### config.mk
export PLATFORM = sky130hd
export DESIGN_NAME = sprite_frame_sequencer
export DESIGN_NICKNAME = d
export VERILOG_FILES = /design/src/rtl/core/sfs_pkg.sv /design/src/rtl/core/sfs_list_regs.sv /design/src/rtl/core/sfs_step.sv /design/src/rtl/core/sprite_frame_sequencer.sv
export SDC_FILE = /design/constraint.sdc
export NUM_CORES = 1
export LEC_CHECK = 0
export ABC_AREA = 0
export BUFFER_PORTS_ARGS = -buffer_cell sky130_fd_sc_hd__buf_2
export CAP_MARGIN = 20
export CORE_ASPECT_RATIO = 1.2
export CORE_UTILIZATION = 45
export DETAILED_ROUTE_END_ITERATION = 16
export GPL_ROUTABILITY_DRIVEN = 0
export GPL_TIMING_DRIVEN = 1
export HOLD_SLACK_MARGIN = 0.12
export PLACE_DENSITY_LB_ADDON = 0.15
export REMOVE_ABC_BUFFERS = 1
export SETUP_SLACK_MARGIN = 0.3
export SLEW_MARGIN = 20
export SYNTH_ARGS = -nofsm -noshare
export SYNTH_HDL_FRONTEND = slang
export SYNTH_SLANG_ARGS = --single-unit
### constraint.sdc
create_clock -name clk_i -period 14.6 [get_ports clk_i]
set_input_delay 0.73 -clock clk_i [delete_from_list [all_inputs] [get_ports clk_i]]
set_output_delay 0.73 -clock clk_i [all_outputs]
set_load 0.05 [all_outputs]
### src/rtl/core/sfs_pkg.sv
// Shared types and constants for the sprite frame sequencer.
package sfs_pkg;

  localparam int MAX_FRAMES = 256;
  localparam int LIST_DEPTH = 16;
  localparam int LIST_AW    = 4;
  localparam int CFG_DW     = 13;
  localparam int CFG_AW     = 3;

  localparam logic [CFG_AW-1:0] CFG_FRAME_COUNT     = 3'd0;
  localparam logic [CFG_AW-1:0] CFG_FIRST_FRAME     = 3'd1;
  localparam logic [CFG_AW-1:0] CFG_LAST_FRAME      = 3'd2;
  localparam logic [CFG_AW-1:0] CFG_BOUNCE_MODE     = 3'd3;
  localparam logic [CFG_AW-1:0] CFG_START_BACKWARD  = 3'd4;
  localparam logic [CFG_AW-1:0] CFG_FRAME_HEIGHT    = 3'd5;
  localparam logic [CFG_AW-1:0] CFG_SEQUENCE_LENGTH = 3'd6;

  typedef enum logic [1:0] {
    REQ_TICK    = 2'd0,
    REQ_SET     = 2'd1,
    REQ_LOAD    = 2'd2,
    REQ_RESTART = 2'd3
  } req_type_e;

  typedef struct packed {
    req_type_e   req_type;
    logic [7:0]  frame_number;
    logic [3:0]  entry_index;
    logic [7:0]  entry_frame;
  } req_t;

  typedef struct packed {
    logic [7:0]  current_frame;
    logic [19:0] frame_y;
    logic        backward;
    logic [3:0]  list_position;
  } rsp_t;

  typedef struct packed {
    logic [8:0]  frame_count;
    logic [7:0]  first_frame;
    logic [8:0]  last_frame;
    logic        bounce_mode;
    logic        start_backward;
    logic [12:0] frame_height;
    logic [4:0]  sequence_length;
  } cfg_t;

  typedef struct packed {
    logic [7:0]         shown_frame;
    logic               direction_down;
    logic [LIST_AW-1:0] list_index;
  } state_t;

  typedef struct packed {
    logic               en;
    logic [LIST_AW-1:0] addr;
    logic [7:0]         data;
  } list_wr_t;

endpackage

### src/rtl/core/sfs_list_regs.sv
// Frame list register file: one write port, one combinational read port.
module sfs_list_regs (
  input  logic                        clk_i,
  input  sfs_pkg::list_wr_t           wr_i,
  input  logic [sfs_pkg::LIST_AW-1:0] rd_addr_i,
  output logic [7:0]                  rd_data_o
);

  logic [7:0] entry_q [sfs_pkg::LIST_DEPTH];

  always_ff @(posedge clk_i) begin
    if (wr_i.en) begin
      entry_q[wr_i.addr] <= wr_i.data;
    end
  end

  assign rd_data_o = entry_q[rd_addr_i];

endmodule

### src/rtl/core/sfs_step.sv
// Next-state and result logic for one sequencer request.
module sfs_step (
  input  sfs_pkg::cfg_t               cfg_i,
  input  sfs_pkg::state_t             state_i,
  input  sfs_pkg::req_t               req_i,
  input  logic [7:0]                  list_data_i,
  output logic [sfs_pkg::LIST_AW-1:0] list_addr_o,
  output sfs_pkg::list_wr_t           list_wr_o,
  output sfs_pkg::state_t             state_o,
  output sfs_pkg::rsp_t               rsp_o
);

  logic [8:0]                  cnt;
  logic [4:0]                  len;
  logic [7:0]                  last;
  logic                        list_mode;
  logic [7:0]                  fsel;
  logic [sfs_pkg::LIST_AW-1:0] set_idx;
  logic [4:0]                  inc;
  logic [sfs_pkg::LIST_AW-1:0] tick_idx;
  logic                        tick_dir;
  logic [7:0]                  f;
  logic [8:0]                  fp1;
  logic [20:0]                 prod;

  always_comb begin
    cnt = cfg_i.frame_count;
    if (cfg_i.frame_count == 9'd0) begin
      cnt = 9'd1;
    end else if (cfg_i.frame_count > 9'(sfs_pkg::MAX_FRAMES)) begin
      cnt = 9'(sfs_pkg::MAX_FRAMES);
    end
    len = (cfg_i.sequence_length > 5'(sfs_pkg::LIST_DEPTH)) ?
          5'(sfs_pkg::LIST_DEPTH) : cfg_i.sequence_length;
    last = cfg_i.last_frame[8] ? 8'(cnt - 9'd1) : cfg_i.last_frame[7:0];
    list_mode = (len != 5'd0);

    // set frame and restart share one path
    fsel = (req_i.req_type == sfs_pkg::REQ_RESTART) ? cfg_i.first_frame : req_i.frame_number;
    set_idx = (fsel >= 8'(len)) ? '0 : fsel[sfs_pkg::LIST_AW-1:0];

    // list index step
    inc = {1'b0, state_i.list_index} + 5'd1;
    tick_idx = state_i.list_index;
    tick_dir = state_i.direction_down;
    if (state_i.direction_down) begin
      if (state_i.list_index == '0) begin
        if (cfg_i.bounce_mode) begin
          tick_dir = 1'b0;
          tick_idx = (len <= 5'd1) ? 4'(len - 5'd1) : 4'd1;
        end else begin
          tick_idx = 4'(len - 5'd1);
        end
      end else begin
        tick_idx = state_i.list_index - 4'd1;
      end
    end else begin
      if (inc >= len) begin
        if (cfg_i.bounce_mode) begin
          tick_dir = 1'b1;
          tick_idx = (inc < 5'd2) ? 4'd0 : 4'(inc - 5'd2);
        end else begin
          tick_idx = '0;
        end
      end else begin
        tick_idx = inc[3:0];
      end
    end

    list_addr_o = (req_i.req_type == sfs_pkg::REQ_TICK) ? tick_idx : set_idx;

    list_wr_o.en   = (req_i.req_type == sfs_pkg::REQ_LOAD);
    list_wr_o.addr = req_i.entry_index;
    list_wr_o.data = req_i.entry_frame;

    state_o = state_i;
    fp1 = {1'b0, state_i.shown_frame} + 9'd1;
    f = fsel;
    case (req_i.req_type)
      sfs_pkg::REQ_TICK: begin
        if (list_mode) begin
          state_o.list_index = tick_idx;
          state_o.direction_down = tick_dir;
          f = ({1'b0, tick_idx} < len) ? list_data_i : state_i.shown_frame;
          if ({1'b0, f} >= cnt) begin
            f = cfg_i.first_frame;
          end
        end else if (state_i.direction_down) begin
          if (state_i.shown_frame <= cfg_i.first_frame) begin
            if (cfg_i.bounce_mode) begin
              state_o.direction_down = 1'b0;
              f = (fp1 > {1'b0, last}) ? last : fp1[7:0];
            end else begin
              f = last;
            end
          end else begin
            f = state_i.shown_frame - 8'd1;
          end
        end else begin
          if (state_i.shown_frame >= last) begin
            if (cfg_i.bounce_mode) begin
              state_o.direction_down = 1'b1;
              f = (state_i.shown_frame == 8'd0) ? 8'd0 : state_i.shown_frame - 8'd1;
            end else begin
              f = cfg_i.first_frame;
            end
          end else begin
            f = fp1[7:0];
          end
        end
        state_o.shown_frame = f;
      end
      sfs_pkg::REQ_SET, sfs_pkg::REQ_RESTART: begin
        if (req_i.req_type == sfs_pkg::REQ_RESTART) begin
          state_o.direction_down = cfg_i.start_backward;
        end
        if (list_mode) begin
          state_o.list_index = set_idx;
          f = list_data_i;
        end
        if ({1'b0, f} >= cnt) begin
          f = cfg_i.first_frame;
        end
        if (f < cfg_i.first_frame) begin
          f = last;
        end
        state_o.shown_frame = f;
      end
      default: begin
        state_o = state_i;
      end
    endcase

    prod = 21'(cfg_i.frame_height) * 21'(state_o.shown_frame);
    rsp_o.current_frame = state_o.shown_frame;
    rsp_o.frame_y       = prod[20] ? '1 : prod[19:0];
    rsp_o.backward      = state_o.direction_down;
    rsp_o.list_position = state_o.list_index;
  end

endmodule

### src/rtl/core/sprite_frame_sequencer.sv
// Sprite frame sequencer top level: request register, state, result register.
// A request waits in the request register until its result is registered.
// Throughput: one request per cycle unless a result waits for rsp_ready_i,
// through the combinational step logic between the request and result registers.
// Reset: configuration returns to its defaults, frame, direction and list
// position clear to zero; frame list contents are undefined until loaded.
module sprite_frame_sequencer (
  input  logic                        clk_i,
  input  logic                        rst_ni,
  input  logic                        cfg_we_i,
  input  logic [sfs_pkg::CFG_AW-1:0]  cfg_index_i,
  input  logic [sfs_pkg::CFG_DW-1:0]  cfg_wdata_i,
  input  logic                        req_valid_i,
  output logic                        req_ready_o,
  input  sfs_pkg::req_t               req_i,
  output logic                        rsp_valid_o,
  input  logic                        rsp_ready_i,
  output sfs_pkg::rsp_t               rsp_o
);

  sfs_pkg::cfg_t               cfg_q;
  sfs_pkg::state_t             state_q;
  sfs_pkg::state_t             state_d;
  sfs_pkg::req_t               req_q;
  logic                        req_valid_q;
  logic                        req_valid_d;
  sfs_pkg::rsp_t               rsp_q;
  sfs_pkg::rsp_t               rsp_d;
  logic                        rsp_valid_q;
  logic                        rsp_valid_d;
  logic                        advance;
  logic [sfs_pkg::LIST_AW-1:0] list_addr;
  logic [7:0]                  list_data;
  sfs_pkg::list_wr_t           list_wr;
  sfs_pkg::list_wr_t           list_wr_gated;

  assign advance     = req_valid_q && (!rsp_valid_q || rsp_ready_i);
  assign req_ready_o = !req_valid_q || advance;
  assign req_valid_d = (req_valid_i && req_ready_o) || (req_valid_q && !advance);
  assign rsp_valid_d = advance || (rsp_valid_q && !rsp_ready_i);

  always_comb begin
    list_wr_gated    = list_wr;
    list_wr_gated.en = list_wr.en && advance;
  end

  sfs_list_regs u_list (
    .clk_i    (clk_i),
    .wr_i     (list_wr_gated),
    .rd_addr_i(list_addr),
    .rd_data_o(list_data)
  );

  sfs_step u_step (
    .cfg_i      (cfg_q),
    .state_i    (state_q),
    .req_i      (req_q),
    .list_data_i(list_data),
    .list_addr_o(list_addr),
    .list_wr_o  (list_wr),
    .state_o    (state_d),
    .rsp_o      (rsp_d)
  );

  always_ff @(posedge clk_i or negedge rst_ni) begin
    if (!rst_ni) begin
      cfg_q.frame_count     <= 9'd1;
      cfg_q.first_frame     <= 8'd0;
      cfg_q.last_frame      <= 9'h1FF;
      cfg_q.bounce_mode     <= 1'b0;
      cfg_q.start_backward  <= 1'b0;
      cfg_q.frame_height    <= 13'd1;
      cfg_q.sequence_length <= 5'd0;
    end else if (cfg_we_i) begin
      case (cfg_index_i)
        sfs_pkg::CFG_FRAME_COUNT:     cfg_q.frame_count     <= cfg_wdata_i[8:0];
        sfs_pkg::CFG_FIRST_FRAME:     cfg_q.first_frame     <= cfg_wdata_i[7:0];
        sfs_pkg::CFG_LAST_FRAME:      cfg_q.last_frame      <= cfg_wdata_i[8:0];
        sfs_pkg::CFG_BOUNCE_MODE:     cfg_q.bounce_mode     <= cfg_wdata_i[0];
        sfs_pkg::CFG_START_BACKWARD:  cfg_q.start_backward  <= cfg_wdata_i[0];
        sfs_pkg::CFG_FRAME_HEIGHT:    cfg_q.frame_height    <= cfg_wdata_i;
        sfs_pkg::CFG_SEQUENCE_LENGTH: cfg_q.sequence_length <= cfg_wdata_i[4:0];
        default: ;
      endcase
    end
  end

  always_ff @(posedge clk_i or negedge rst_ni) begin
    if (!rst_ni) begin
      state_q     <= '0;
      req_valid_q <= 1'b0;
      rsp_valid_q <= 1'b0;
    end else begin
      req_valid_q <= req_valid_d;
      rsp_valid_q <= rsp_valid_d;
      if (advance) begin
        state_q <= state_d;
      end
    end
  end

  always_ff @(posedge clk_i) begin
    if (req_valid_i && req_ready_o) begin
      req_q <= req_i;
    end
    if (advance) begin
      rsp_q <= rsp_d;
    end
  end

  assign rsp_valid_o = rsp_valid_q;
  assign rsp_o       = rsp_q;

  a_advance_fills_rsp : assert property (@(posedge clk_i) disable iff (!rst_ni)
    advance |=> rsp_valid_o)
    else $error("computed request did not reach the result register");

  a_hold_pending_req : assert property (@(posedge clk_i) disable iff (!rst_ni)
    req_valid_q && !advance |=> req_valid_q && $stable(req_q))
    else $error("pending request dropped or changed");

  a_load_keeps_state : assert property (@(posedge clk_i) disable iff (!rst_ni)
    advance && req_q.req_type == sfs_pkg::REQ_LOAD |=> state_q == $past(state_q))
    else $error("list load changed sequencer state");

  a_restart_direction : assert property (@(posedge clk_i) disable iff (!rst_ni)
    advance && req_q.req_type == sfs_pkg::REQ_RESTART
      |=> rsp_o.backward == $past(cfg_q.start_backward))
    else $error("restart did not load start direction");

endmodule

# Word-level counts from Yosys, hierarchy flattened
# Memory sizes are Yosys's and may differ from the RTL's.
# Cells that the tools add are included.
# word_totals
romBits	0
reg_bits	116
latchBits	0
output_inout_bits	35
mem_bits_rw	128
input_bits	43
wordCells	122
memories	1
# op_classes
eq_ne	9
n_mux	44
n_addsub	7
order_cmp	13
n_bitwise	0
n_reduce_logical	27
div	0
n_mul	1
shift	0
# memory_table
memory	words	word_bits	read_ports	rd_ports_with_merged_regs	wr	line_no	source
u_list.entry_q	16	8	1	0	1	sfs_list_regs.sv:9	logic [7:0] entry_q [sfs_pkg::LIST_DEPTH];
# op_table
operator	count
$mux W8	17
$mux W4	11
$pmux W13 S2	1
$mul A13 B8 Y21	1
$ge A8 B9 Y1	2
$mux W9	2
$sub A8 B1 Y8 const B	2
$reduce_and A2 Y1	7
$mux W1	12
$add A8 B1 Y9 const B	1
$eq A3 B3 Y1 const B	3
$gt A9 B8 Y1	1
$gt A9 B9 Y1 const B	1
$logic_not A9 Y1	1
$ge A8 B5 Y1	1
$ge A8 B8 Y1	1
$le A8 B8 Y1	1
$logic_not A8 Y1	1
$lt A8 B8 Y1	1
$sub A4 B1 Y4 const B	2
$eq A3 B2 Y1 const B	2
$add A4 B1 Y5 const B	1
$ge A5 B5 Y1	1
$gt A5 B5 Y1 const B	1
16 further kinds	27

# Depth between registers and ports, before layout
# Gate-level depths: netlist of run 1.
# An unclocked memory read counts as a cell.
# depth
ltp_word	18
ltp_mapped	58
mapped_depth_nobuf	56

# Cells and area by module
# A second synthesis of run 1 with hierarchy kept.
# unflattened
cells_unflattened	1418
hier_area_um2	16683.5
# by_module_without_submodules
mod	seq_area_each_um2	cells_per_inst	n_inst	area_each_um2
sfs_step	0.0	1000	1	7677.4
sfs_list_regs	3843.7	221	1	4987.3
sprite_frame_sequencer	3191.8	197	1	4018.9

# Worst setup path after synthesis of run 1
# OpenSTA, ideal clock, no wires.
# synth_timing
kind	reg-to-reg
startpoint	reg state_q[2] in the netlist's numbering
endpoint	reg rsp_q (netlist bit rsp_o[5]), data pin
path_buffers	4
required_time_ps	14345
setup_slack_ps	2889
stages_incl_launch_ff	54
setup_time_ps	255
arrival_ps	11456
synth_period_minus_slack_ps	11711
cell_sequence	dfrtp_1 buf_4 nand3_2 xnor2_1 inv_1 ha_1 nand2_1 o31a_1 o311a_4 or2_1 buf_6 and3_1 a2111oi_0 nor3_1 a21oi_2 o21bai_1 ha_1 a21o_1 [... 18 more ...] fa_1 fa_1 inv_1 fa_1 inv_1 fa_1 inv_1 ha_1 a21oi_1 o21a_1 o31ai_1 o21a_1 o21a_1 o2111ai_1 a31oi_1 xnor2_1 clkbuf_1 a21bo_2
# synth_between
elab_chain_cells	17
elab_cells_between_ends	27
cone_classes	add/sub (3); mul (1); order compare (6); mux (15); reduce/logical (1); memory (1)
# synth_rtl
element	line_no	source
from (decl)	sprite_frame_sequencer.sv:22	sfs_pkg::state_t state_q;
from (signal assigned)	sprite_frame_sequencer.sv:97	state_q <= state_d;
$add A4 B1 Y5	sfs_step.sv:43	inc = {1'b0, state_i.list_index} + 5'd1;
$sub A4 B2 Y4 / $lt A5 B2 Y1 (equally long branches)	sfs_step.sv:61	tick_idx = (inc < 5'd2) ? 4'd0 : 4'(inc - 5'd2);
$mux W4	sfs_step.sv:61	
$mux W4	sfs_step.sv:59	if (cfg_i.bounce_mode) begin
$mux W4	sfs_step.sv:58	if (inc >= len) begin
$mux W4 *	sfs_step.sv:46	if (state_i.direction_down) begin
$mux W4	sfs_step.sv:70	list_addr_o = (req_i.req_type == sfs_pkg::REQ_TICK) ? tick_idx : set_idx;
$mem_v2 Z16 W8	n/a	
$mux W8	sfs_step.sv:117	if (list_mode) begin
$mux W8	sfs_step.sv:79	case (req_i.req_type)
$ge A8 B9 Y1	sfs_step.sv:121	if ({1'b0, f} >= cnt) begin
$mux W8	sfs_step.sv:121	
$mux W8	sfs_step.sv:79	
$lt A8 B8 Y1	sfs_step.sv:124	if (f < cfg_i.first_frame) begin
$mux W8	sfs_step.sv:124	
$pmux W13 S2 *	sfs_step.sv:79	
$mul A13 B8 Y21 *	sfs_step.sv:134	prod = 21'(cfg_i.frame_height) * 21'(state_o.shown_frame);
to (signal assigned)	sprite_frame_sequencer.sv:107	rsp_q <= rsp_d;
to (decl)	sprite_frame_sequencer.sv:27	sfs_pkg::rsp_t rsp_q;
# Every way passes the cells marked *; elsewhere a longest branch is shown, timed or not. The select of a mux whose other input is x is not followed.
# A chain may end at the register's enable or synchronous reset.

# Worst setup path in the final report of run 1
# layout_timing
startpoint	reg cfg_q[4] in the netlist's numbering
endpoint	reg rsp_q (netlist bit rsp_o[5]), data pin
# layout_between
elab_chain_cells	18
elab_cells_between_ends	29
cone_classes	add/sub (1); mul (1); order compare (8); mux (17); reduce/logical (1); memory (1)
# layout_rtl
element	line_no	source
from (decl)	sprite_frame_sequencer.sv:21	sfs_pkg::cfg_t cfg_q;
$gt A5 B5 Y1	sfs_step.sv:33	len = (cfg_i.sequence_length > 5'(sfs_pkg::LIST_DEPTH)) ?
$mux W5 *	sfs_step.sv:33	
$sub A4 B1 Y4 / $le A5 B1 Y1 (equally long branches)	sfs_step.sv:50, sfs_step.sv:52	
$mux W4	sfs_step.sv:50	tick_idx = (len <= 5'd1) ? 4'(len - 5'd1) : 4'd1;
$mux W4	sfs_step.sv:48	if (cfg_i.bounce_mode) begin
$mux W4	sfs_step.sv:47	if (state_i.list_index == '0) begin
$mux W4	sfs_step.sv:46	
$mux W4	sfs_step.sv:70	
[... 2 more ...]	n/a	
$mux W8	sfs_step.sv:79	
$ge A8 B9 Y1	sfs_step.sv:121	
$mux W8	sfs_step.sv:121	
$mux W8	sfs_step.sv:79	
$lt A8 B8 Y1	sfs_step.sv:124	
$mux W8	sfs_step.sv:124	
$pmux W13 S2 *	sfs_step.sv:79	
$mul A13 B8 Y21 *	sfs_step.sv:134	
# Marks and branches as above.

==> results.json, run 1 <==
{
  "status": "completed",
  "synth.avg_cell_area_sq_um": 10.7,
  "multi_input_area_sq_mm": 0.00951,
  "required_ns": 14.92,
  "hold_viol_final": 0,
  "synth_largest_area_cell": "edfxtp_1",
  "r2r_cells": 54,
  "cts.sinks": 244,
  "crit_type": "flop to flop",
  "relSlewSlack_pct": 20.4,
  "via_per_inst": 6.00,
  "max_freq_mhz": 73.6,
  "grt_setup_unrepaired": "no",
  "pin_count": 78,
  "drtIter0Drc": 986,
  "fin_skew_ns": 0.0203,
  "period_minus_slack_ns": 13.58,
  "syn-cell-area_sq_mm": 0.0173,
  "wl_per_cell_microns": 22.4,
  "numCtsBuffers": 27,
  "r2r_setup_slack_ns": 1.02,
  "syn_to_final_growth_pct": 10.9,
  "synth-async-reset-ratio_pct": 25.0,
  "endpoint": "rsp_o[5]$_SDFFCE_PP1P_",
  "post-route-drc-count": 0,
  "grt_max_degree": 62,
  "diodes": 0,
  "cts_tree": "yes",
  "drt_wl_total_microns": 49100,
  "cap_violations": 0,
  "setup_viol": 0,
  "dp_hpwl_microns": 36600,
  "worst_r2r_endpoint": "rsp_o[5]$_SDFFCE_PP1P_",
  "synth_warnings": 0,
  "ys_types": 102,
  "die_area_sq_mm": 0.0393,
  "crit_start": "cfg_q[4]$_DFFE_PN0P_",
  "root_buffer": "clkbuf_16",
  "drt-pass1-iter-count": 5,
  "row_count": 78,
  "die_h_microns": 217,
  "slowest_stage": "fa_1",
  "io_buffers": 77,
  "reg2reg_from": "cfg_q[4]$_DFFE_PN0P_",
  "core_area_sq_mm": 0.0379,
  "ctsHoldBuffers": 0,
  "worstMarginPinSlew_ns": 1.19,
  "clockBufferDepth": 3,
  "yosys.area.top_type_share_pct": 31.7,
  "n_fill_cell": 3411,
  "slowest_delay_ns": 0.57,
  "grtUsageTotal_pct": 25.3,
  "layout_commonest_cell": "edfxtp_1",
  "cts.clk_slew.worst_paths_ns": 0.07,
  "hp-class": "input pin to async pin",
  "synthCells": 1617,
  "layout_common_cells": "edfxtp_1 (183), inv_1 (127), nand2_1 (119)",
  "synthFlopType": "edfxtp_1",
  "clk_latency_ns": 0.58,
  "setup_tns_ns": 0,
  "synth_edf_count": 183,
  "period_share_pct": 93.0,
  "grt_pass1_vias": 13200,
  "fin_nets": 1908,
  "vias": 13200,
  "cp-start-kind": "flop",
  "gr-total-overflow": 0,
  "ys_seq_elements": 244,
  "htree_levels": 1,
  "die_w_microns": 181,
  "drive_gt1_share_pct": 16.5,
  "cp_max_fo": 26,
  "initial_core_util_pct": 45.7,
  "critPathCaptureType": "flop",
  "grt_pass1_wl_microns": 76400,
  "path_common_cell": "a21o_1",
  "crit_arrival_ns": 13.90,
  "yosysSeqAreaShare_pct": 40.6,
  "antenna_found_initial": 0,
  "final_max_slew_viol_count": 0,
  "ant_nets": 0,
  "regArea_sq_mm": 0.00704,
  "synth.top_cells.by_area": "edfxtp_1 (32%), ha_1 (7.8%), fa_1 (7.6%)"
}
-- per-layer routing --
metal | wire (microns) | track usage, % | vias up | part of all wire, %
li1 | - | - | 6102 | -
met4 | 2560 | 13.1 | 0 | 5.2
met3 | 2280 | 2.68 | 136 | 4.6
met5 | 0 | 0 | - | 0
met1 | 19700 | 30.3 | 6462 | 40
met2 | 24500 | 44.8 | 458 | 50
-- worst min path at each step --
stage,to,cells after the start
2_1_floorplan,cfg_q[0]$_DFFE_PN0P_,0
3_3_place_gp,rsp_valid_o$_DFF_PN0_,1
3_5_place_dp,rsp_valid_o$_DFF_PN0_,1
4_1_cts,req_q[9]$_DFFE_PP_,1
5_1_grt,req_q[17]$_DFFE_PP_,1
6_report,rsp_valid_o$_DFF_PN0_,2
-- synth_stat cells, types with 10 or more instances --
library cell  count
and3_1           28
a211oi_1         10
nor3_1           36
o221ai_1         14
nor3b_1          29
inv_1           127
mux2i_1          73
xnor2_1          25
and2_1           30
mux2_2           46
fa_1             66
o21ai_0          72
o21a_1           11
ha_1            108
a21o_1           26
nor2_1           92
a31oi_1          19
edfxtp_1        183
buf_2            12
nand3b_1         22
buf_4            10
nand3_1          49
nand2b_1         31
dfrtp_1          50
dfstp_2          11
a21oi_1          55
clkbuf_1         43
or2_2            12
nand2_1         119
-- layout make-up --
cell class / count / share of cell area, %
Timing Repair Buffer: 116 / 3.53
Clock buffer: 33 / 3.64
Inverter: 129 / 2.52
Clock inverter: 17 / 0.978
Multi-Input combinational cell: 1173 / 49.5
Sequential cell: 244 / 36.7
Tap cell: 480 / 3.13
-- cells by family (layout without fill, tap and decap cells) --
family	after synthesis	after routing	synth area share, %
AND/OR/NAND/NOR	497	497	15.1
AO/OA/AOI/OAI	350	350	15.0
flip-flops	244	244	40.6
buffers and inverters	200	295	4.81
adder cells (fa/ha/maj)	174	174	15.4
multiplexers	120	120	7.34
XOR/XNOR	32	32	1.66
-- flip-flops by register name (all words and copies together) (netlist names) --
signal	cells
state_q	13
u_list.entry_q	128
rsp_o	33
req_q	22
cfg_q	46
rsp_valid_o	1
req_valid_q	1
-- worst max-delay path: cells and delay by family (launching register included) --
family,cells,cell delay (ns)
AO/OA/AOI/OAI,25,5.78
XOR/XNOR,1,0.13
adder cells (fa/ha/maj),8,3.13
buffers and inverters,7,0.91
flip-flops,1,0.47
AND/OR/NAND/NOR,13,2.84
-- per-stage QoR --
| step | setup slack (ns) | hold slack [ns] | instance area, sq um | utilization (%) | cells |
|---|---|---|---|---|---|
| 2_1_floorplan | 1.37 | 0.434 | 17000 | - | 1546 |
| 3_3_place_gp | 1.29 | 0.478 | 18200 | 48.1 | 2135 |
| 3_5_place_dp | 0.805 | 0.503 | 18200 | 48.1 | 2135 |
| 4_1_cts | 0.754 | 0.295 | 19100 | 50.5 | 2185 |
| 5_1_grt | 0.300 | 0.303 | 19200 | 50.7 | 2192 |
| 6_report | 1.02 | 0.296 | 19200 | 50.7 | 2192 |
-- repair_timing --
| action | CTS | global route |
|---|---|---|
| endpoints found under the setup margin | 0 | 20 |
| gates resized for setup | 0 | 6 |
| hold endpoints to repair | 0 | 0 |
| buffers inserted | 0 | 7 |
Power of run 1 is left out: the tool's default activity adds up to more than one toggle a clock period on the data nets, which glitch-free logic cannot reach.
==> run 2: changes to the inputs <==
Settings changed: CTS_CLUSTER_DIAMETER set to 100, PLACE_DENSITY set to 0.7, PLACE_DENSITY_LB_ADDON 0.15 to not set.
==> run 2 against run 1 <==
  * Routed wire length down 3.8%
  * Cell area about the same
  * First-iteration DRC count up 26%
  * Via count up 2.2%
  * Utilization about the same
  * Register-to-register slack worse by 0.12 ns
  * Critical path depth up 2
  * Final cell count down 0.55%
  * Clock skew down 0.0012 ns
  * Sequential share of layout area about the same
  * Non-clock buffer count down 10
  * Die area unchanged
==> results.json, run 2 (synthesized netlist as in run 1, its figures left out) <==
{
  "setup_ws_ns": 0.905,
  "post-route-drc-count": 0,
  "grt_pass1_vias": 13400,
  "clockBufferDepth": 3,
  "grtUsageTotal_pct": 24.1,
  "period_minus_slack_ns": 13.70,
  "cap_violations": 0,
  "drt-pass1-iter-count": 6,
  "syn_to_final_growth_pct": 11.0,
  "cts_tree": "yes",
  "hp-class": "input pin to async pin",
  "fin_cells": 2180,
  "initial_core_util_pct": 45.7,
  "slowest_delay_ns": 0.59,
  "root_buffer": "clkbuf_16",
  "utilization_pct": 50.7,
  "dp_slack_ns": 0.564,
  "htree_levels": 1,
  "clk_latency_ns": 0.57,
  "worstMarginPinSlew_ns": 1.18,
  "hold_viol_final": 0,
  "numCtsBuffers": 28,
  "grt_max_degree": 62,
  "setup_viol": 0,
  "wl_per_cell_microns": 21.7,
  "required_ns": 14.92,
  "fin_nets": 1899,
  "ant_nets": 0,
  "status": "completed",
  "relSlewSlack_pct": 20.9,
  "gr-total-overflow": 0,
  "vias": 13400,
  "max_freq_mhz": 73.0,
  "drive_gt1_share_pct": 16.4,
  "pin_count": 78,
  "crit_arrival_ns": 14.02,
  "die_w_microns": 181,
  "fin_skew_ns": 0.0191,
  "cp-start-kind": "flop",
  "grt_setup_unrepaired": "no",
  "cts.clk_slew.worst_paths_ns": 0.07,
  "largest_reg_flops": 128,
  "crit_family": "compound AO/OA/AOI/OAI gates",
  "setup_tns_ns": 0,
  "die_h_microns": 217,
  "period_share_pct": 93.8,
  "critPathCaptureType": "flop",
  "drtIter0Drc": 1242,
  "dp_cells": 2125,
  "ctsHoldBuffers": 0,
  "crit_buf_inv": 9,
  "path_common_cell": "a21o_1",
  "drt_wl_total_microns": 47300,
  "grt_pass1_wl_microns": 73700,
  "final_max_slew_viol_count": 0,
  "dp_hpwl_microns": 34800,
  "layout_common_cells": "edfxtp_1 (183), inv_1 (127), nand2_1 (119)",
  "io_buffers": 77,
  "layout_commonest_cell": "edfxtp_1",
  "cts.sinks": 244,
  "cp_max_fo": 20,
  "row_count": 78,
  "via_per_inst": 6.17,
  "antenna_found_initial": 0,
  "die_area_sq_mm": 0.0393,
  "core_area_sq_mm": 0.0379,
  "crit_type": "flop to flop",
  "largest-register": "u_list.entry_q",
  "diodes": 0,
  "slowest_stage": "edfxtp_1"
}
-- run 2: worst paths after layout --
kind / endpoint / start / slack [ns] / cells after the start
worst max register to register: rsp_o[5]$_SDFFCE_PP1P_ / req_q[21]$_DFFE_PP_ / 0.90 / 56
min in group clk_i: req_q[15]$_DFFE_PP_ / req_i[15] / 0.34 / 1
worst max-delay path: rsp_o[5]$_SDFFCE_PP1P_ / req_q[21]$_DFFE_PP_ / 0.90 / 56
worst min-delay path: req_valid_q$_DFF_PN0_ / rst_ni / 0.31 / 2
max in group asynchronous: cfg_q[14]$_DFFE_PN0P_ / rst_ni / 13.66 / 2
worst min register to register: rsp_valid_o$_DFF_PN0_ / req_valid_q$_DFF_PN0_ / 0.51 / 1
-- run 2: metrics by stage --
step | area (sq um) | hold slack (ns)
6_report | 19200 | 0.308
5_1_grt | 19200 | 0.329
4_1_cts | 19100 | 0.328
3_5_place_dp | 18100 | 0.487
3_3_place_gp | 18100 | 0.475
2_1_floorplan | 17000 | 0.434
-- run 2: worst reg2reg max path, delay by kind of cell, from the launching register on --
kind                       cells  cell delay (ns)
xor gates and xnor gates       1             0.13
and+or+nand+nor               11             2.46
DFF                            1             0.59
buffers and inverters          9             1.15
muxes                          1             0.38
AOI/OAI and AO/OA             26             5.44
adders and majority gates      8             3.27
-- run 2: routing by layer --
layer	global-route usage, %	part of all wire, %	wire (microns)
met1	27.9	38	18000
met3	4.13	7.1	3350
met2	41.3	48	22800
met5	0	0	0
met4	15.7	6.7	3170
-- run 2: repair_timing --
item | CTS | global route
setup endpoints to repair | 0 | 20
gates resized for setup | 0 | 6
buffers inserted | 0 | 6
-- run 2: area by class of cell --
type	count	area, sq um
sequential	244	7040
clock inverter	19	226
multi-input combinational	1173	9520
inverter	129	484
clock buffer	29	726
timing repair buffer	106	616
tap	480	601
fill	3355	18700
Power of run 2 is left out for the same reason.
